<file path="config.mk">
export PLATFORM = sky130hd
export DESIGN_NAME = rsas_ctrl
export DESIGN_NICKNAME = d
export VERILOG_FILES = /design/src/rtl/rsas_pkg.sv /design/src/rtl/rsas_ctrl.sv
export SDC_FILE = /design/constraint.sdc
export NUM_CORES = 1
export LEC_CHECK = 0
export BUFFER_PORTS_ARGS = -buffer_cell sky130_fd_sc_hd__buf_2
export CORE_ASPECT_RATIO = 0.75
export CORE_UTILIZATION = 31
export DETAILED_ROUTE_END_ITERATION = 8
export GPL_TIMING_DRIVEN = 0
export PLACE_DENSITY_LB_ADDON = 0.2
export SLEW_MARGIN = 20
export SYNTH_ARGS = -nofsm -noshare
export SYNTH_HDL_FRONTEND = slang
export SYNTH_SLANG_ARGS = --single-unit
</file>
<file path="constraint.sdc">
create_clock -name clk -period 3 [get_ports clk]
set_input_delay 0.15 -clock clk [delete_from_list [all_inputs] [get_ports clk]]
set_output_delay 0.15 -clock clk [all_outputs]
set_load 0.05 [all_outputs]
</file>
<file path="src/rtl/rsas_pkg.sv">
// ---------------------------------------------------------------------------
// rsas_pkg
// Shared constants and types for the rotated sorted array search block.
// ---------------------------------------------------------------------------
package rsas_pkg;

    localparam int ENTRIES = 1024;
    localparam int ADDR_W  = $clog2(ENTRIES);
    localparam int CNT_W   = ADDR_W + 1;
    localparam int DATA_W  = 32;
    localparam int POS_W   = 10;

    // Command codes
    localparam logic [1:0] CMD_APPEND = 2'd0;
    localparam logic [1:0] CMD_SEARCH = 2'd1;
    localparam logic [1:0] CMD_CLEAR  = 2'd2;

    // Request from the sequencer to the element store
    typedef struct packed {
        logic                     we;
        logic [ADDR_W-1:0]        waddr;
        logic signed [DATA_W-1:0] wdata;
        logic [ADDR_W-1:0]        raddr;
    } mem_req_t;

endpackage

</file>
<file path="src/rtl/rsas_ctrl.sv">
// ---------------------------------------------------------------------------
// rsas_ctrl
// Command decode, element count and the binary search sequencer.
// ---------------------------------------------------------------------------
module rsas_ctrl
    import rsas_pkg::*;
(
    input  logic                     clk,
    input  logic                     rst_n,
    input  logic                     start,
    input  logic [1:0]               cmd,
    input  logic signed [DATA_W-1:0] value,
    output logic                     busy,
    output logic                     done,
    output logic                     found,
    output logic [POS_W-1:0]         position,
    output mem_req_t                 mem_req,
    input  logic signed [DATA_W-1:0] mem_rdata
);

    localparam logic [2:0] ST_IDLE  = 3'd0;
    localparam logic [2:0] ST_CHECK = 3'd1;
    localparam logic [2:0] ST_RD_LO = 3'd2;
    localparam logic [2:0] ST_RD_HI = 3'd3;
    localparam logic [2:0] ST_EVAL  = 3'd4;

    logic [2:0]               state_reg, state_next;
    logic [CNT_W-1:0]         count_reg, count_next;
    logic [CNT_W-1:0]         lo_reg, lo_next;
    // upper bound kept as hi + 1 so an empty range needs no negative value
    logic [CNT_W-1:0]         hip1_reg, hip1_next;
    logic [ADDR_W-1:0]        mid_reg, mid_next;
    logic signed [DATA_W-1:0] target_reg, target_next;
    logic signed [DATA_W-1:0] vmid_reg, vmid_next;
    logic signed [DATA_W-1:0] vlo_reg, vlo_next;
    logic                     done_reg, done_next;
    logic                     found_reg, found_next;
    logic [POS_W-1:0]         pos_reg, pos_next;

    logic                     accept;
    logic [CNT_W-1:0]         sum;
    logic [ADDR_W-1:0]        mid_calc;
    logic [CNT_W-1:0]         hi_val;
    logic signed [DATA_W-1:0] vhi;
    logic                     go_high;

    assign accept   = start && (state_reg == ST_IDLE);
    assign sum      = lo_reg + hip1_reg - CNT_W'(1);
    assign mid_calc = sum[CNT_W-1:1];
    assign hi_val   = hip1_reg - CNT_W'(1);
    assign vhi      = mem_rdata;

    // Pick the half that holds the target
    always_comb
    begin
        if (vlo_reg <= vmid_reg)
        begin
            go_high = !((vlo_reg <= target_reg) && (target_reg < vmid_reg));
        end
        else
        begin
            go_high = (vmid_reg < target_reg) && (target_reg <= vhi);
        end
    end

    always_comb
    begin
        state_next    = state_reg;
        count_next    = count_reg;
        lo_next       = lo_reg;
        hip1_next     = hip1_reg;
        mid_next      = mid_reg;
        target_next   = target_reg;
        vmid_next     = vmid_reg;
        vlo_next      = vlo_reg;
        done_next     = 1'b0;
        found_next    = found_reg;
        pos_next      = pos_reg;
        mem_req.we    = 1'b0;
        mem_req.waddr = count_reg[ADDR_W-1:0];
        mem_req.wdata = value;
        mem_req.raddr = mid_calc;

        unique case (state_reg)
            ST_IDLE:
            begin
                if (accept)
                begin
                    unique case (cmd)
                        CMD_APPEND:
                        begin
                            if (count_reg < CNT_W'(ENTRIES))
                            begin
                                mem_req.we = 1'b1;
                                count_next = count_reg + CNT_W'(1);
                            end
                        end
                        CMD_SEARCH:
                        begin
                            target_next = value;
                            lo_next     = '0;
                            hip1_next   = count_reg;
                            state_next  = ST_CHECK;
                        end
                        CMD_CLEAR:
                        begin
                            count_next = '0;
                        end
                        default:
                        begin
                            count_next = count_reg;
                        end
                    endcase
                end
            end
            ST_CHECK:
            begin
                if (lo_reg < hip1_reg)
                begin
                    mem_req.raddr = mid_calc;
                    mid_next      = mid_calc;
                    state_next    = ST_RD_LO;
                end
                else
                begin
                    done_next  = 1'b1;
                    found_next = 1'b0;
                    pos_next   = '0;
                    state_next = ST_IDLE;
                end
            end
            ST_RD_LO:
            begin
                mem_req.raddr = lo_reg[ADDR_W-1:0];
                vmid_next     = mem_rdata;
                state_next    = ST_RD_HI;
            end
            ST_RD_HI:
            begin
                mem_req.raddr = hi_val[ADDR_W-1:0];
                vlo_next      = mem_rdata;
                state_next    = ST_EVAL;
            end
            ST_EVAL:
            begin
                if (vmid_reg == target_reg)
                begin
                    done_next  = 1'b1;
                    found_next = 1'b1;
                    pos_next   = POS_W'(mid_reg);
                    state_next = ST_IDLE;
                end
                else
                begin
                    if (go_high)
                    begin
                        lo_next = CNT_W'(mid_reg) + CNT_W'(1);
                    end
                    else
                    begin
                        hip1_next = CNT_W'(mid_reg);
                    end
                    state_next = ST_CHECK;
                end
            end
            default:
            begin
                state_next = ST_IDLE;
            end
        endcase
    end

    always_ff @(posedge clk or negedge rst_n)
    begin
        if (!rst_n)
        begin
            state_reg <= ST_IDLE;
            count_reg <= '0;
            done_reg  <= 1'b0;
        end
        else
        begin
            state_reg <= state_next;
            count_reg <= count_next;
            done_reg  <= done_next;
        end
    end

    always_ff @(posedge clk)
    begin
        lo_reg     <= lo_next;
        hip1_reg   <= hip1_next;
        mid_reg    <= mid_next;
        target_reg <= target_next;
        vmid_reg   <= vmid_next;
        vlo_reg    <= vlo_next;
        found_reg  <= found_next;
        pos_reg    <= pos_next;
    end

    assign busy     = (state_reg != ST_IDLE);
    assign done     = done_reg;
    assign found    = found_reg;
    assign position = pos_reg;

endmodule

</file>
== Word-level counts from Yosys, hierarchy flattened ==
Index checks and enable logic that the tools add are counted.

* Flip-flop bits (word level): 154
* Bits in latches: 0
* Bits in writable memories: 0
* Memory bits (read-only): 0
* Bits of input ports: 69
* Output and inout bits: 66
* Logic and storage cells: 87
* Memories: 0

* Add/sub/neg operators: 5
* Multiply operators: 0
* Div/mod/pow operators: 0
* Order comparisons: 7
* Eq/ne operators: 15
* Shift operators: 0
* Multiplexer cells: 32
* Bitwise logic cells: 0
* Reductions and logical operators: 17

{| class="wikitable"
|+ Operators by type and width
! cell !! count
|-
| two-way mux 11 bit || 9
|-
| less-or-equal comparator 32 bit || 3
|-
| one-hot mux 11 bit (2 select lines) || 3
|-
| less-than comparator 32 bit || 2
|-
| one-hot mux 10 bit (2 select lines) || 2
|-
| == test 32 bit || 1
|-
| two-way mux 10 bit || 2
|-
| one-hot mux 3 bit (5 select lines) || 1
|-
| != test 2 bit (second input constant) || 7
|-
| adder 10 x 1 -> 11 bit (second input constant) || 1
|-
| adder 11 x 1 -> 11 bit (second input constant) || 1
|-
| adder 11 bit || 1
|-
| less-than comparator 11 bit || 1
|-
| less-than comparator 11 bit (second input constant) || 1
|-
| subtractor 11 x 1 -> 11 bit (second input constant) || 1
|-
| two-way mux 1 bit || 10
|-
| AND reduction 5 bit || 2
|-
| subtractor 10 x 1 -> 10 bit (second input constant) || 1
|-
| == test 3 x 2 -> 1 bit (second input constant) || 2
|-
| two-way mux 3 bit || 2
|-
| AND reduction 3 bit || 2
|-
| nonzero test 2 bit || 3
|-
| one-hot mux 1 bit (2 select lines) || 2
|-
| AND reduction 2 bit || 2
|-
| 12 further kinds || 14
|}

== Logic depth before layout (Yosys ltp) ==
Gate-level depths: netlist of the first run.

* Depth after elaboration: 7
* Mapped depth: 14
* Depth with buffers taken out: 14

== Worst setup path after synthesis of the first run ==
OpenSTA, ideal clock, no wires.

* Kind: reg-to-output
* From: register hip1_reg[1]
* To: output mem_req[8] (netlist bit)
* Arrival time: 3587 ps
* Required time: 2850 ps
* Slack: -737 ps
* Stages on the path, launching flop included: 15
* Buffers on the path: 0
* Path through: edfxtp_1 > inv_1 > ha_1 > inv_1 > ha_1 > inv_1 > fa_1 > nor2b_1 > o21ai_0 > a21boi_0 > o21ai_0 > a21boi_0 > o21ai_0 > and3_1 > o31ai_1

{| class="wikitable"
|+ RTL lines
! element !! line !! text
|-
| start: declaration || rsas_ctrl.sv:31 || <nowiki>logic [CNT_W-1:0] hip1_reg, hip1_next;</nowiki>
|-
| start signal: assignment || rsas_ctrl.sv:192 || <nowiki>hip1_reg <= hip1_next;</nowiki>
|-
| end: declaration || rsas_ctrl.sv:17 || <nowiki>output mem_req_t mem_req,</nowiki>
|}

==> results of run 1 <==
[cell families (layout without fill, tap and decap cells)]
| group | count (synthesis) | count (layout) |
|---|---|---|
| flip-flops | 154 | 154 |
| AO/OA/AOI/OAI | 178 | 179 |
| AND/OR/NAND/NOR | 212 | 212 |
| adder cells (fa/ha/maj) | 160 | 160 |
| multiplexers | 2 | 2 |
| XOR/XNOR | 25 | 25 |
| buffers and inverters | 206 | 465 |
[cell usage after synthesis, types with 8 or more instances]
cell type    n  area share, %
nor2_1      44            1.7
nand4_1     25            1.6
ha_1       159             20
o21ai_0     42            2.1
inv_1      156            5.9
and3_1      12           0.76
a21o_1      20            1.5
or3_1        8           0.50
a21oi_1     66            3.3
nand3_1     12           0.60
nor3_1      11           0.55
nand2_1     63            2.4
xnor2_1     18            1.6
dfrtp_1     15            3.8
buf_4       42            3.2
edfxtp_1   139             42
[path summary, 6_finish.rpt]
kind | start | depth (start not counted) | end | slack [ps]
setup / recovery | hip1_reg[2] | 13 | mem_req[9] | -340
hold / removal | cmd[1] | 4 | count_reg[0] | 60
setup reg to reg | target_reg[15] | 10 | hip1_reg[4] | -50
hold reg to reg | count_reg[0] | 1 | count_reg[0] | 590
max in group asynchronous | rst_n | 2 | count_reg[4] | 2580
min in group asynchronous | rst_n | 2 | count_reg[5] | 140
[metrics by stage]
stage / TNS, ps / power [uW]
2_1_floorplan: -65.5 / 5480
3_3_place_gp: -65830 / 6450
3_5_place_dp: -14080 / 6530
4_1_cts: -1850 / 9120
5_1_grt: -3150 / 9720
6_report: -1230 / 9140
[final cells by class]
class,count,area (sq um),area share [%]
Inverter,156,588,4.52
Timing Repair Buffer,227,1610,12.4
Clock inverter,11,97.6,0.751
Tap cell,406,508,3.91
Buffer,50,354,2.72
Multi-Input combinational cell,578,4800,36.9
Sequential cell,154,4550,35.0
Clock buffer,21,493,3.79
[layer usage]
metal,vias up,wire [um],GRT usage (%)
met3,18,861,2.87
met2,119,10900,24.6
met1,3463,14400,25.1
met5,-,0,0
met4,0,343,5.78
li1,3786,-,-
[critical path: cells and delay by family, from the launching register on]
| family | cells | cell delay, ps |
|---|---|---|
| AO/OA/AOI/OAI | 7 | 1440 |
| flip-flops | 1 | 420 |
| adder cells (fa/ha/maj) | 2 | 380 |
| buffers and inverters | 3 | 330 |
| XOR/XNOR | 1 | 170 |
[layout by cell type (no fill, tap or decap), types with 4 or more instances in the layout]
cell type	netlist	routed
o211ai_1	6	6
nor2_4	1	5
o21ai_0	42	36
xor2_1	7	7
nor4_2	0	4
a31oi_1	4	4
nand4_1	25	25
nor2b_1	6	5
nand2b_1	7	7
buf_4	42	67
inv_1	156	147
nand2_1	63	63
nor2_1	44	38
o21ai_2	0	6
a21oi_1	66	64
nand3_1	12	12
and3_1	12	11
clkinv_4	0	6
dfrtp_1	15	15
a21o_1	20	20
nor3_1	11	10
clkbuf_1	7	7
buf_2	0	129
ha_1	159	149
clkbuf_16	0	19
xnor2_1	18	18
buf_6	1	5
or3_1	8	8
dlygate4sd3_1	0	65
inv_2	0	8
ha_4	0	10
edfxtp_1	139	139
buf_12	0	4
[power groups by stage]
stage	clock network [uW]	registers (uW)	logic, uW
final	2180	3100	3870
after global routing	2310	3140	4270
after CTS	2250	3090	3780
after detailed placement	0	3140	3390
after global placement	0	3170	3280
after floorplan	0	3130	2350
[what timing repair did]
item                                    CTS  global route
resized for setup                        59            17
cloned                                    1             0
hold buffers                             65             0
hold endpoints to repair                111             0
pin swaps                                28            22
buffers inserted                         18             7
endpoints found under the setup margin   43            50
==> impl_results.md, run 1 <==
* Distinct cell type count of the synthesized netlist at slightly above 60
* Total placed cells including tap cells at approximately 1500
* Worst vdd ir at 0.466 mV
* Failing checks: negative setup slack
* Post-Synth Adder-Cell Area at 20.2%
* Worst-Margin Slew at around 780 ps
* Root Buffer Master: clkbuf_16
* CP Max Fanout at 2
* Seq/Total Area, Yosys at between 40% and 50%
* RSZ-0062 raised after global routing: true
* Layout cells sized above 1 at ~25%
* Post-DRT Antenna Nets at 0
* Detailed Routing Iterations Pass 1 at 4
* Top FF cell, synth: edfxtp_1
* Fill cell count at between 3000 and 4000
* Final setup skew at ~18 ps
* Switching Fraction at between 40% and 50%
* Final core utilization at between 40% and 50%
* Vias in the first global route at about 7500
* Status: finished with violations
* CP startpoint kind: flip-flop
* Power density cells at 704 nW/um^2
* Die extent in x at 209 um
* Placement Cell Area at about 11000 sq um
* Die Ht at 157 um
* Cell area after layout at around 13000 sq um
* Antenna cells at 0
* Grt ovf at 0
* Final hold viol count at 0
* Hold crit path type: input pin to flip-flop
* Sw Pwr at between 3000 and 4000 uW
* Final WL at 26.5 mm
* Synth Instances at around 940
* Post-DP HPWL at slightly above 20 mm
* Largest net degree at the start of global routing at 24
* 1st-iter DRT viols at approximately 380
* Critical path data required time at 2850 ps
* Seq pwr share at about a third
* Initial Util at 31.6%
* Total GRT Usage at between 15 and 20%
* FP Rows at between 50 and 60
* WHS at roughly 65 ps
* FF+latch count, synth at between 150 and 200
* Fin. max-slew vios at 0
* CTS Buffer Depth at 2
* Slowest CP cell: a2111oi_4
* Core ar. at ~31000 sq um
* Clock share of power at between 20% and 30%
* TritonCTS clock tree: built
* Synth Area in Simple Gates at between 10% and 20%
* Final net count at between 1000 and 1500
* Largest family of logic cells by synthesized area: adder cells
* DR vias/cell at around 4.6
* Max Clk Rate at 299 MHz
* Area grow syn2layout at 30.9%
* Syn nets at approximately 1200
* Leak pwr at around 0.006 uW
* Initial antenna violation count at 0
* Max-cap viol count at 0
* H-tree Lvls at 4
* Clock sink total at between 150 and 200
* CTS buffer count at 17
* Post-Syn Area at between 9000 and 10000 sq um
* Reg clk slew, reported paths at 60 ps
* Tcrit/Tclk final at 111%
* Async SR Flop Fraction at about a tenth
* Yosys warns at 0
* I/O pins at ~140
* Xor/xnor share of the synthesized area at around 2.2%
* Final GP Congestion at about 0.83
* Routed WL per cell at between 15 and 20 um
* Setup ws final at -342 ps
* Worst setup EP type: primary output
* Final setup fails at 15
* Compound-gate portion of the synthesized area at between 10% and 20%
* Post-synthesis mux area share at less than 1%
* Slew headroom at between 40% and 50%
* Tmin final at around 3300 ps
* Crit path DAT at roughly 3200 ps
* Buffers on Ports at 134
* Global-route wire length before repair at ~42 mm
* Residual DRC count at 0
* Post-Place Setup Slack at -659 ps
* Post-Syn Area per Cell at 10.6 sq um
* Post-Layout Cell Count at roughly 1600
* P_int at about 5400 uW
* Critical Path Max Stage Delay at 450 ps
* Worst-skew pair later-pin latency at around 460 ps
* Via count at about 7400
* Post-synth EDFFs at about 140
* Die area at approximately 33000 sq um
* Crit path kind: flip-flop to primary output
* Combinational power share at between 40% and 50%
* Critical path, cell by cell: inv_2, ha_4, inv_2, ha_4, a21o_1, a21oi_2, o21ai_2, a2111oi_4, o31ai_2, a21oi_1, xnor2_1, a21o_1, buf_6
No activity file was read; power rests on OpenSTA's default activity.
==> inputs of run 2 (changes only) <==
--- a/config.mk
+++ b/config.mk
@@ -9,2 +9,3 @@
 export CORE_ASPECT_RATIO = 0.75
+export CORE_MARGIN = 1.5
 export CORE_UTILIZATION = 31
==> constraint.sdc (replaced) <==
create_clock -name clk -period 3 [get_ports clk]
set_input_delay 0.45 -clock clk [delete_from_list [all_inputs] [get_ports clk]]
set_output_delay 0.45 -clock clk [all_outputs]
set_load 0.05 [all_outputs]
==> run 2 against run 1 <==
The run still ends with negative setup slack left. Sequential share of layout area is 1.7 points higher. Critical path depth rose by 1. Final cell count decreased by 4.2%. Largest power group unchanged.
==> impl_results.md, run 2 (synthesis results as in run 1) <==
* Gr busiest metal: met1
* Slowest CP cell: edfxtp_1
* Crit path DAT at 3120 ps (-70 ps)
* Most common cell after layout, fill and taps aside: ha_1
* Final WL at 26.2 mm (-1.0%)
* Final setup skew at 18.3 ps (+0.558 ps)
* Worst setup EP type: primary output
* Setup ws final at -569 ps (-226 ps)
* Final setup fails at 16 (+1)
* Worst-Margin Slew at 754 ps (-30.9 ps)
* GR Layer Usage met3 at 3.71% (+0.84 points)
* CP Max Fanout at 2 (unchanged)
* Total GRT Usage at 16.5% (-0.43 points)
* Tmin final at 3570 ps (+226 ps)
* Crit path kind: flip-flop to primary output
* I/O pins at 135 (unchanged)
* Worst Setup SP: hip1_reg[1]
* Crit-path most repeated cell: ha_4
* Met2 usage in global routing at 23.4% (-1.2 points)
* Worst reg2reg path startpoint: target_reg[9]
* Routed WL per cell at 17.1 um (+3.3%)
* Power density cells at 745 nW/um^2 (+5.9%)
* R2r setup slk at -190 ps (-140 ps)
* Hold wc startpoint: value[13]
* 1st-iter DRT viols at 400 (+4.7%)
* Core ar. at 31400 sq um (unchanged)
* Detailed Routing Iterations Pass 1 at 5 (+1)
* Met1 Use GR at 24.9% (-0.23 points)
* H-tree Lvls at 4 (unchanged)
* Final net count at 1345 (-4.8%)
* Max-cap viol count at 0 (unchanged)
* Cell area after layout at 12400 sq um (-4.7%)
* Global-route wire length before repair at 40.8 mm (-1.9%)
* FP Rows at 56 (unchanged)
* Critical path, cell by cell: inv_2, ha_4, inv_4, ha_4, buf_6, a21o_1, a21oi_4, o21ai_4, a2111oi_4, o31ai_2, a21oi_1, xnor2_1, a21o_2, buf_8
* Leak pwr at 0.00570 uW (-4.1%)
* Max Clk Rate at 280 MHz (-6.3%)
* Die area at 33100 sq um (+1.1%)
* Register-to-Register Path Depth at 11 (+1)
* DR vias/cell at 4.69 (+1.8%)
* Hold crit path type: input pin to flip-flop
* Final hold viol count at 0 (unchanged)
* Post-DRT Antenna Nets at 0 (unchanged)
* RR Endpoint: hip1_reg[9]
* Critical Path Max Stage Delay at 390 ps (-60 ps)
* Critical path data required time at 2550 ps (-300 ps)
* Antenna cells at 0 (unchanged)
* Grt ovf at 0 (unchanged)
* Worst vdd ir at 0.494 mV (+6.0%)
* CTS Buffer Depth at 2 (unchanged)
* Final GP Congestion at 0.857 (+3.8%)
* CTS buffer count at 17 (unchanged)
* RSZ-0062 raised after global routing: true
* Residual DRC count at 0 (unchanged)
* Initial Util at 31.6% (unchanged)
* WHS at 208 ps (+144 ps)
* CP startpoint kind: flip-flop
* Reg clk slew, reported paths at 70 ps (about the same)
* Buffers on Ports at 134 (unchanged)
* Status: finished with violations
* Clock sink total at 154 (unchanged)
* Initial antenna violation count at 0 (unchanged)
* Worst-skew pair later-pin latency at 440 ps (-20 ps)
* Slew headroom at 49.6% (+2.1 points)
* Commonest non-fill, non-tap cells in the layout: 151 x ha_1, 149 x inv_1, 139 x edfxtp_1
* Hold Path Sink: target_reg[13]
* Die extent in x at 210 um (+0.48%)
* Fin. max-slew vios at 0 (unchanged)
* TritonCTS clock tree: built
* Area grow syn2layout at 24.7%
* Vias in the first global route at 7267 (-3.5%)
* Largest net degree at the start of global routing at 25 (+4.2%)
* Via count at 7197 (-2.6%)
* Hold path depth at 1 (-3)
* Layout cells sized above 1 at 26.7% (+1.5 points)
* Die Ht at 158 um (+0.64%)
* Tcrit/Tclk final at 119% (+7.5 points)
* Failing checks: negative setup slack
* Post-DP HPWL at 20.4 mm (+0.83%)
* Placement Cell Area at 11200 sq um (+0.14%)
* Root Buffer Master: clkbuf_16
## run 2: cell types whose count changed in the layout (fill, tap and decap cells not counted), moves of 4 or more
cell	delta
dlygate4sd3_1	-64
buf_4	-6
buf_6	+5
o21ai_0	-5
inv_4	+4
## run 2: critical path: cells and delay by family (launching register included)
family	cells	cell delay [ps]
buffers and inverters	4	370
xor gates and xnor gates	1	110
adders and majority gates	2	440
AOI/OAI and AO/OA	7	1390
DFF	1	390
## run 2: per-layer routing
metal	wire [um]	part of all wire, %	up-vias
met5	0	0	-
met4	320	1.2	0
met3	1360	5.2	19
met2	10700	41	173
met1	13800	53	3346
li1	-	-	3659
## run 2: area by class of cell
cell class	count	area [sq um]
Buffer	49	350
Clock buffer	21	460
Clock inverter	11	110
Fill cell	3109	19000
Inverter	156	591
Multi-Input combinational cell	578	4840
Sequential cell	154	4550
Tap cell	406	508
Timing Repair Buffer	160	980
## run 2: stage by stage
stage               util, %  total power [uW]  std cells  worst slack (ps)  setup TNS (ps)
floorplan                 -              5510        937              -147            -177
global placement       35.5              6500       1477             -1340          -71040
detailed placement     35.8              6570       1480              -807          -18730
CTS                    38.8              9110       1533              -696           -4680
global route           39.5              9860       1535              -711           -6430
finish                 39.5              9230       1535              -569           -3660
## run 2: how the worst max path moves through the flow
stage | end | slack (ps) | cells after the start
finish | mem_req[9] | -570 | 14
global route | mem_req[9] | -710 | 14
CTS | mem_req[8] | -700 | 15
detailed placement | hip1_reg[0] | -810 | 11
global placement | vmid_reg[7] | -1340 | 4
floorplan | mem_req[8] | -150 | 14
## run 2: report_power, final
group / total, uW / internal (uW) / switching (uW)
registers: 3100 / 2840 / 258
clock network: 2140 / 1200 / 937
logic: 4000 / 1470 / 2530
## run 2: timing repair
action,in CTS,in global routing
endpoints found under the setup margin,44,53
hold endpoints to repair,15,0
pin swaps,25,21
resized for setup,49,36
hold buffers,1,0
buffers inserted,21,4
gates cloned,1,0
